## src/sv/slxfr_pkg.sv

```systemverilog
`timescale 1ns / 1ps
// ----------------------------------------------------------------------------
// slxfr_pkg
// Shared constants and types for the sync/length/XOR frame receiver.
// ----------------------------------------------------------------------------
package slxfr_pkg;

	typedef logic [1:0] status_t;

	localparam logic [7:0] START_ONE = 8'h06;
	localparam logic [7:0] START_TWO = 8'h85;

	localparam status_t ST_DATA       = 2'd0;
	localparam status_t ST_BAD_START  = 2'd1;
	localparam status_t ST_BAD_LENGTH = 2'd2;
	localparam status_t ST_BAD_CHECK  = 2'd3;

	localparam logic [6:0] EXP_LEN_RESET = 7'd8;

endpackage

```

## src/sv/slxfr_ram.sv

```systemverilog
`timescale 1ns / 1ps
// ----------------------------------------------------------------------------
// slxfr_ram
// Generic single-write, single-read RAM with registered read data.
// ----------------------------------------------------------------------------
module slxfr_ram #(
	parameter int WIDTH = 8,
	parameter int DEPTH = 64
) (
	input  logic                                      clk,
	input  logic                                      wr_en,
	input  logic [((DEPTH > 1) ? $clog2(DEPTH) : 1)-1:0] wr_addr,
	input  logic [WIDTH-1:0]                          wr_data,
	input  logic                                      rd_en,
	input  logic [((DEPTH > 1) ? $clog2(DEPTH) : 1)-1:0] rd_addr,
	output logic [WIDTH-1:0]                          rd_data
);

	logic [WIDTH-1:0] mem_q [DEPTH];

	always_ff @(posedge clk) begin
		if (wr_en) begin
			mem_q[wr_addr] <= wr_data;
		end
		if (rd_en) begin
			rd_data <= mem_q[rd_addr];
		end
	end

endmodule

```

## src/sv/sync_length_xor_frame_receiver.sv

```systemverilog
`timescale 1ns / 1ps
// ----------------------------------------------------------------------------
// sync_length_xor_frame_receiver
// Hunts for 06 85 <len> <payload> <check> frames, checks the length against
// expected_length and the XOR check (seeded with the length), then releases
// the buffered payload as a run of transfers ended by tlast.
// ----------------------------------------------------------------------------
// A received byte is accepted only while the output register is empty, so
// after a byte that yields an error result the next byte waits until that
// result is taken. After a good check byte the payload is read back through
// the single read port of the payload RAM: S_RD sets the address, S_LOAD loads
// the output register, waiting out master stalls; no byte is taken meanwhile.
// Errors carry tdata zero, tlast high and the error code on tuser.
// ----------------------------------------------------------------------------
module sync_length_xor_frame_receiver
	import slxfr_pkg::*;
#(
	parameter int MAX_PAYLOAD = 64
) (
	input  logic       clk,
	input  logic       arst_n,
	input  logic       cfg_we,
	input  logic [6:0] cfg_wdata,      // expected_length
	input  logic       s_axis_tvalid,
	output logic       s_axis_tready,
	input  logic [7:0] s_axis_tdata,   // [7:0] rx_byte
	output logic       m_axis_tvalid,
	input  logic       m_axis_tready,
	output logic [7:0] m_axis_tdata,   // [7:0] out_byte
	output logic [1:0] m_axis_tuser,   // [1:0] status
	output logic       m_axis_tlast
);

	localparam int AW = (MAX_PAYLOAD > 1) ? $clog2(MAX_PAYLOAD) : 1;
	localparam int CW = $clog2(MAX_PAYLOAD + 1);
	localparam logic [7:0] MAX_B = 8'(MAX_PAYLOAD);

	localparam logic [2:0] S_HUNT    = 3'd0;
	localparam logic [2:0] S_SECOND  = 3'd1;
	localparam logic [2:0] S_LENGTH  = 3'd2;
	localparam logic [2:0] S_PAYLOAD = 3'd3;
	localparam logic [2:0] S_CHECK   = 3'd4;
	localparam logic [2:0] S_RD      = 3'd5;
	localparam logic [2:0] S_LOAD    = 3'd6;

	logic [2:0]    state_q;
	logic [6:0]    exp_len_q;
	logic [7:0]    check_q;
	logic [CW-1:0] count_q;
	logic [CW-1:0] rd_idx_q;
	logic          m_valid_q;
	logic [7:0]    m_data_q;
	status_t       m_user_q;
	logic          m_last_q;

	logic          rx_state;
	logic          in_xfer;
	logic          out_free;
	logic [7:0]    cmp_b;
	logic          cmp_eq;
	logic [CW-1:0] count_nxt;
	logic [CW-1:0] rd_idx_nxt;
	logic          len_bad_cfg;
	logic          wr_en;
	logic          rd_en;
	logic [7:0]    ram_q;

	assign rx_state = (state_q == S_HUNT) || (state_q == S_SECOND) ||
		(state_q == S_LENGTH) || (state_q == S_PAYLOAD) || (state_q == S_CHECK);
	assign s_axis_tready = rx_state && !m_valid_q;
	assign in_xfer       = s_axis_tvalid && s_axis_tready;
	assign out_free      = !m_valid_q || m_axis_tready;

	// shared byte comparator
	always_comb begin
		case (state_q)
			S_HUNT:   cmp_b = START_ONE;
			S_SECOND: cmp_b = START_TWO;
			S_LENGTH: cmp_b = {1'b0, exp_len_q};
			default:  cmp_b = check_q;
		endcase
	end
	assign cmp_eq = (s_axis_tdata == cmp_b);

	assign len_bad_cfg = (exp_len_q == 7'd0) || ({1'b0, exp_len_q} > MAX_B);
	assign count_nxt   = count_q + CW'(1);
	assign rd_idx_nxt  = rd_idx_q + CW'(1);
	assign wr_en       = in_xfer && (state_q == S_PAYLOAD) &&
		({{(8-CW){1'b0}}, count_q} < MAX_B);
	assign rd_en       = (state_q == S_RD);

	slxfr_ram #(
		.WIDTH(8),
		.DEPTH(MAX_PAYLOAD)
	) u_payload_ram (
		.clk     (clk),
		.wr_en   (wr_en),
		.wr_addr (count_q[AW-1:0]),
		.wr_data (s_axis_tdata),
		.rd_en   (rd_en),
		.rd_addr (rd_idx_q[AW-1:0]),
		.rd_data (ram_q)
	);

	always_ff @(posedge clk or negedge arst_n) begin
		if (!arst_n) begin
			exp_len_q <= EXP_LEN_RESET;
		end else if (cfg_we) begin
			exp_len_q <= cfg_wdata;
		end
	end

	always_ff @(posedge clk or negedge arst_n) begin
		if (!arst_n) begin
			state_q   <= S_HUNT;
			check_q   <= '0;
			count_q   <= '0;
			rd_idx_q  <= '0;
			m_valid_q <= 1'b0;
		end else begin
			if (m_valid_q && m_axis_tready) begin
				m_valid_q <= 1'b0;
			end
			case (state_q)
				S_HUNT: begin
					if (in_xfer && cmp_eq) begin
						state_q <= S_SECOND;
					end
				end
				S_SECOND: begin
					if (in_xfer) begin
						if (cmp_eq) begin
							state_q <= S_LENGTH;
						end else begin
							m_valid_q <= 1'b1;
							state_q   <= S_HUNT;
						end
					end
				end
				S_LENGTH: begin
					if (in_xfer) begin
						if (cmp_eq && !len_bad_cfg) begin
							check_q <= s_axis_tdata;
							count_q <= '0;
							state_q <= S_PAYLOAD;
						end else begin
							m_valid_q <= 1'b1;
							state_q   <= S_HUNT;
						end
					end
				end
				S_PAYLOAD: begin
					if (in_xfer) begin
						check_q <= check_q ^ s_axis_tdata;
						if (wr_en) begin
							count_q <= count_nxt;
						end
						if (({{(8-CW){1'b0}}, count_nxt} >= {1'b0, exp_len_q}) ||
							({{(8-CW){1'b0}}, count_nxt} >= MAX_B)) begin
							state_q <= S_CHECK;
						end
					end
				end
				S_CHECK: begin
					if (in_xfer) begin
						if (cmp_eq) begin
							rd_idx_q <= '0;
							state_q  <= S_RD;
						end else begin
							m_valid_q <= 1'b1;
							state_q   <= S_HUNT;
						end
					end
				end
				S_RD: begin
					state_q <= S_LOAD;
				end
				S_LOAD: begin
					if (out_free) begin
						m_valid_q <= 1'b1;
						rd_idx_q  <= rd_idx_nxt;
						state_q   <= (rd_idx_nxt == count_q) ? S_HUNT : S_RD;
					end
				end
				default: begin
					state_q <= S_HUNT;
				end
			endcase
		end
	end

	// output register: error results or payload bytes
	always_ff @(posedge clk) begin
		if (in_xfer) begin
			m_data_q <= 8'h00;
			m_last_q <= 1'b1;
			case (state_q)
				S_SECOND: m_user_q <= ST_BAD_START;
				S_LENGTH: m_user_q <= ST_BAD_LENGTH;
				default:  m_user_q <= ST_BAD_CHECK;
			endcase
		end else if ((state_q == S_LOAD) && out_free) begin
			m_data_q <= ram_q;
			m_user_q <= ST_DATA;
			m_last_q <= (rd_idx_nxt == count_q);
		end
	end

	assign m_axis_tvalid = m_valid_q;
	assign m_axis_tdata  = m_data_q;
	assign m_axis_tuser  = m_user_q;
	assign m_axis_tlast  = m_last_q;

endmodule

```

## config.mk

```make
export PLATFORM = sky130hd
export DESIGN_NAME = sync_length_xor_frame_receiver
export DESIGN_NICKNAME = d
export VERILOG_FILES = /design/src/sv/slxfr_pkg.sv /design/src/sv/slxfr_ram.sv /design/src/sv/sync_length_xor_frame_receiver.sv
export SDC_FILE = /design/constraint.sdc
export NUM_CORES = 1
export LEC_CHECK = 0
export ABC_AREA = 1
export CAP_MARGIN = 30
export CORE_ASPECT_RATIO = 0.8
export CORE_UTILIZATION = 45
export DETAILED_ROUTE_END_ITERATION = 6
export DONT_BUFFER_PORTS = 1
export GPL_TIMING_DRIVEN = 0
export PLACE_DENSITY = 0.7
export SETUP_SLACK_MARGIN = 0.1
export SYNTH_ARGS = -nofsm -noshare
export SYNTH_HDL_FRONTEND = slang
export SYNTH_SLANG_ARGS = --single-unit
```

## constraint.sdc

```tcl
create_clock -name clk -period 5.4 [get_ports clk]
set_input_delay 0.54 -clock clk [delete_from_list [all_inputs] [get_ports clk]]
set_output_delay 0.54 -clock clk [all_outputs]
set_load 0.02 [all_outputs]
```

# Word-level counts from Yosys, hierarchy flattened
# Memories as Yosys holds them, arrays and structs flattened. A register that Yosys moved wholly into a read port is not among the register bits.
# Cells that the tools add are included.
dict set report classes {
  n_addsub 2
  n_lt_le_gt_ge 4
  eq_ne 18
  n_mux 38
  n_bitwise 1
  n_reduce_logical 27
}
# op n
set op_table {}
lappend op_table {{$mux W7} 7}
lappend op_table {{$pmux W7 S2} 2}
lappend op_table {{$mux W3} 9}
lappend op_table {{$mux W8} 3}
lappend op_table {{$pmux W8 S3} 1}
lappend op_table {{$pmux W3 S7} 1}
lappend op_table {{$pmux W8 S2} 1}
lappend op_table {{$add A7 B1 Y7 const B} 2}
lappend op_table {{$ne A2 B2 Y1 const B} 6}
lappend op_table {{$eq A3 B3 Y1 const B} 3}
lappend op_table {{$eq A8 B8 Y1} 1}
lappend op_table {{$logic_and A1 B1 Y1} 8}
lappend op_table {{$mux W1} 8}
lappend op_table {{$mux W2} 4}
lappend op_table {{$ne A2 B1 Y1 const B} 4}
lappend op_table {{$reduce_and A4 Y1} 2}
lappend op_table {{$xor A8 B8 Y8} 1}
lappend op_table {{$eq A7 B7 Y1} 1}
lappend op_table {{$ge A7 B7 Y1} 1}
lappend op_table {{$ge A7 B7 Y1 const B} 1}
lappend op_table {{$gt A7 B7 Y1 const B} 1}
lappend op_table {{$logic_not A7 Y1} 1}
lappend op_table {{$logic_or A1 B1 Y1} 7}
lappend op_table {{$lt A7 B7 Y1 const B} 1}
lappend op_table {{10 further kinds} 14}
dict set report word_totals {
  ff_bits 44
  ramBits 512
  in_bits 20
  mem_count 1
}
# memory depth width rd rd_clocked_by_memory_dff wr line
set memory_table {}
lappend memory_table {u_payload_ram.mem_q 64 8 1 1 1 slxfr_ram.sv:19} ;# logic [WIDTH-1:0] mem_q [DEPTH];

# Logic depth before layout (Yosys ltp)
dict set report depth {
  depth_word 12
  mapped_depth 16
}

# Hierarchy
# A second synthesis with hierarchy kept.
dict set report hier_totals {
  hier_cells 2223
  area_unflattened_um2 24509.8
}
# module instances cells_each area_each_um2
set modules_own_cells {}
lappend modules_own_cells {slxfr_ram 1 1805 21419.3}
lappend modules_own_cells {sync_length_xor_frame_receiver 1 418 3090.5}

# Worst setup path after synthesis
# Ideal clock, no wire load.
dict set report synth_timing {
  kind {reg-to-reg}
  start {register state_q[0]}
  end {memory u_payload_ram.mem_q[57][0] (enable)}
  setup_time_ns 0.370
  t_arrival_ns 2.189
  path_slack_ns 2.841
  path_stages_with_launch 13
  path_buffers 1
  period_less_slack_ns 2.559
  cell_sequence {dfrtp_1 buf_2 nor2_2 nand2_1 a21oi_2 nand2_2 clkinv_2 nand2_4 nor2_4 inv_4 nor2_4 nand3_2 nor2_1}
}
dict set report synth_via {
  elab_chain_cells 11
  elab_cells_between_ends 15
  classes_between {eq/ne (4); mux (2); reduce/logical (9)}
}
# item line
set synth_lines {}
lappend synth_lines {{from (decl)} sync_length_xor_frame_receiver.sv:46} ;# logic [2:0] state_q;
lappend synth_lines {{from (signal assigned)} sync_length_xor_frame_receiver.sv:182} ;# state_q <= (rd_idx_nxt == count_q) ? S_HUNT : S_RD;
lappend synth_lines {{$eq A3 B1 Y1 or $logic_not A3 Y1 (tied branches)} sync_length_xor_frame_receiver.sv:68} ;# assign rx_state = (state_q == S_HUNT) || (state_q == S_SECOND) ||
lappend synth_lines {{$logic_or A1 B1 Y1 (2 in series)} sync_length_xor_frame_receiver.sv:68}
lappend synth_lines {{$logic_or A1 B1 Y1} sync_length_xor_frame_receiver.sv:69} ;# (state_q == S_LENGTH) || (state_q == S_PAYLOAD) || (state_q == S_CHECK);
lappend synth_lines {{$logic_or A1 B1 Y1 (*)} sync_length_xor_frame_receiver.sv:69}
lappend synth_lines {{$logic_and A1 B1 Y1 (*)} sync_length_xor_frame_receiver.sv:70} ;# assign s_axis_tready = rx_state && !m_valid_q;
lappend synth_lines {{net s_axis_tready} sync_length_xor_frame_receiver.sv:25} ;# output logic s_axis_tready,
lappend synth_lines {{$logic_and A1 B1 Y1 (*)} sync_length_xor_frame_receiver.sv:71} ;# assign in_xfer = s_axis_tvalid && s_axis_tready;
lappend synth_lines {{$logic_and A1 B1 Y1 (*) (2 in series)} sync_length_xor_frame_receiver.sv:88} ;# assign wr_en = in_xfer && (state_q == S_PAYLOAD) &&
lappend synth_lines {{$mux W1 (*)} slxfr_ram.sv:22} ;# if (wr_en) begin
lappend synth_lines {{$mux W1 (not written as such) (*)} slxfr_ram.sv:23} ;# mem_q[wr_addr] <= wr_data;
lappend synth_lines {{to (decl)} slxfr_ram.sv:19}
# Mark *: on every way through the listed nets, which the timed path passes. The rest lies on a longest branch.

==> results by group <==
Run status
  • Outcome: finished clean

STA
  • Fmax: 276 MHz
  • Min Tclk post-route: approximately 3600 ps
  • Total negative slack: 0 ps
  • Final setup violation count: 0
  • Final Max Slew Viols: 0
  • Relative slew margins: 0.315
  • Actual slew at the worst max-slew pin: around 1000 ps
  • RSZ-0062 raised after global routing: false
  • Final Cycle Share: 0.671
  • Clock skew: ~18 ps
  • Final hold vios: 0

Floorplanning
  • Core area: just over 50000 sq um
  • Die Span Y: ~200 um
  • Initial core utilization: 0.455
  • Row count: 74
  • Die X-Extent: between 200 and 300 um
  • I/O Pins: 33
  • Die footprint: roughly 53000 sq um

Synthesis
  • Synth top area share: 0.675
  • Yosys cell types: 39
  • FF+latch count, synth: 564
  • Synthesized area per cell: 12.0 sq um
  • Synth Warn #: 0
  • Area leader, netlist: edfxtp_1
  • Area contributors post-synth: edfxtp_1 (67%), o21ai_0 (6.1%), nor2_1 (5.6%)
  • Mapped Nets: slightly below 2000
  • Sequential fraction of the synthesis area: 0.718
  • Synth Instances: about 1900
  • Synth Cell Area: 23200 sq um

Critical path
  • Crit path buf inv count: 4
  • CP arrival: just under 4000 ps
  • Worst-path fanout max: 10
  • Most frequent CP cell: clkbuf_1
  • CP top delay family: buffers and inverters
  • CP Class: flip-flop to flip-flop
  • Max stage delay on crit path: between 500 and 600 ps
  • Reg2reg start: rd_idx_q[1]$_DFFE_PN0P_
  • CP endpoint kind: flip-flop
  • Crit path max-delay cell type: clkbuf_1
  • Worst Setup Start Kind: flip-flop
  • Worst path required time: 5730 ps
  • Setup crit start: rd_idx_q[1]$_DFFE_PN0P_
  • Cell chain of the critical path: clkbuf_1, clkinv_1, clkbuf_1, clkbuf_1, o21ai_0, o22ai_1, nand2_1, nand4_1, nand3_1, nand2_1

Worst hold path
  • Worst hold start: s_axis_tdata[5]
  • Hold Crit Class: input pin to flip-flop

Detailed routing
  • TritonRoute pass-1 iters: 6
  • Wire length on met2: between 30 and 40 mm
  • Vias: between 15000 and 20000
  • DRT met1 WL: 28.2 mm
  • DR top layer: met4
  • Via/cell ratio: ~6.2
  • Post-route ant nets: 0
  • Detailed Route Iter0 Violations: between 2000 and 3000
  • DRC: 0
  • Detailed-route wire length per cell: about 26 um
  • Routed WL: around 70 mm
  • WL met3: ~10 mm

Placement
  • Placer Congestion: between 1 and 1.5
  • IO buf count: 0
  • Post-DP HPWL: 46.0 mm
  • DP Area: 24100 sq um

Finish
  • Most frequent cells in the layout: edfxtp_1 (522), nor2_1 (349), o21ai_0 (282), nand2_1 (219), clkbuf_1 (113)
  • Nets: a little over 2000
  • Area delta synth->final: 11.4%
  • Commonest non-fill, non-tap cell in the layout: edfxtp_1
  • Final Core Density: 0.507
  • Layout cells sized above 1: 0.0587
  • Design area: between 20000 and 30000 sq um

Power and ir drop
  • Leakage power: about 8.5 nW
  • Pwr Total: ~9.6 mW
  • Peak supply drop: between 150 and 200 uV
  • Power per Cell Area: ~370 nW/um^2

Clock tree
  • CTS Root Cell: clkbuf_16
  • H-tree depth: 2
  • CTS tree: yes
  • Clk pin slew, worst setup/hold paths: 70 ps
  • Post-CTS setup repair buffer count: 0
  • Num CTS Buffers: 53
  • Clock latency on the worst-skew pair: around 590 ps
  • Clk buf depth: 3
  • Clock sink total: 564

Global routing
  • GRT Overall Usage: 0.268
  • Vias in the first global route: 15700
  • Largest net degree at the start of global routing: 69
  • Antenna violations before repair: 1
  • First-pass GRT wire length: ~100 mm
  • Global route overflow: 0

Job
  • Max-Cap Viols: 0
-- synthesized netlist by cell type (all sizes together) --
master  instances
edfxtp        522
xor2            7
a21oi          14
o211ai         15
o21bai          2
a31oi           1
buf            15
mux2            1
xnor2           8
o22ai          78
clkinv          6
inv            45
nand4          34
dfrtp          32
clkbuf        104
dfstp           1
nor2          355
nand2         226
o221ai         49
o21ai         288
nand3         102
ha              9
nand3b          3
nor3            2
dfxtp           9
-- where the power goes --
part / total (mW) / switching [mW] / internal (mW) / leakage (nW)
Sequential: 4.83 / 0.0314 / 4.80 / 5.18
Combinational: 0.934 / 0.704 / 0.230 / 2.49
Clock: 3.83 / 1.64 / 2.19 / 0.866
-- flip-flops by register name (all words and copies together) (netlist names) --
signal,flops
u_payload_ram.mem_q,512
check_q,8
m_axis_tdata,8
u_payload_ram.rd_data,8
count_q,7
exp_len_q,7
rd_idx_q,7
state_q,3
m_axis_tuser,2
m_axis_tlast,1
m_axis_tvalid,1
-- final timing paths --
kind                                                        end  slack [ps]  cells after the start
setup / recovery             u_payload_ram.rd_data[7]$_DFFE_PP_        1770                     10
hold / removal             u_payload_ram.mem_q[12][5]$_DFFE_PP_          40                      0
setup reg to reg             u_payload_ram.rd_data[7]$_DFFE_PP_        1770                     10
hold reg to reg                    m_axis_tdata[5]$_SDFFE_PP0P_         480                      2
max in group asynchronous              exp_len_q[3]$_DFFE_PN1P_        4780                      2
min in group asynchronous              exp_len_q[2]$_DFFE_PN0P_         390                      2
-- layout make-up --
type | instances | area [sq um]
well taps | 684 | 856
flip-flops and latches | 564 | 16700
diodes | 1 | 2.50
clock inverters | 26 | 255
inverters | 51 | 195
fillers | 4293 | 25100
repair buffers | 2 | 30.0
clock buffers | 70 | 1500
multi-input cells | 1194 | 5890
plain buffers | 119 | 462
-- kinds of logic after synthesis --
| family | Yosys count | share of synthesized area |
|---|---|---|
| AO/OA/AOI/OAI | 447 | 0.110 |
| buffers and inverters | 170 | 0.0283 |
| AND/OR/NAND/NOR | 722 | 0.132 |
| multiplexers | 1 | 0.000485 |
| XOR/XNOR | 15 | 0.00566 |
| flip-flops | 564 | 0.718 |
| adder cells (fa/ha/maj) | 9 | 0.00485 |
-- timing repair --
action,CTS,global route
hold endpoints to repair,33,0
hold buffers,2,0
gates resized for setup,0,0
-- metrics by stage --
stage                     hold slack (ps)  worst slack, ps  std cells
after CTS                            36.7             2010       2710
after global placement                246             2080       2612
after detailed placement              245             2030       2612
final                                43.5             1770       2711
after global routing                 37.3             1790       2710
after floorplan                       244             2840       1928
-- layer usage --
metal / global-route usage / up-vias
met5: 0 / -
li1: - / 7171
met4: 0.0802 / 0
met1: 0.389 / 8264
met2: 0.395 / 1304
met3: 0.0721 / 147
No activity file was read; power rests on OpenSTA's default activity.
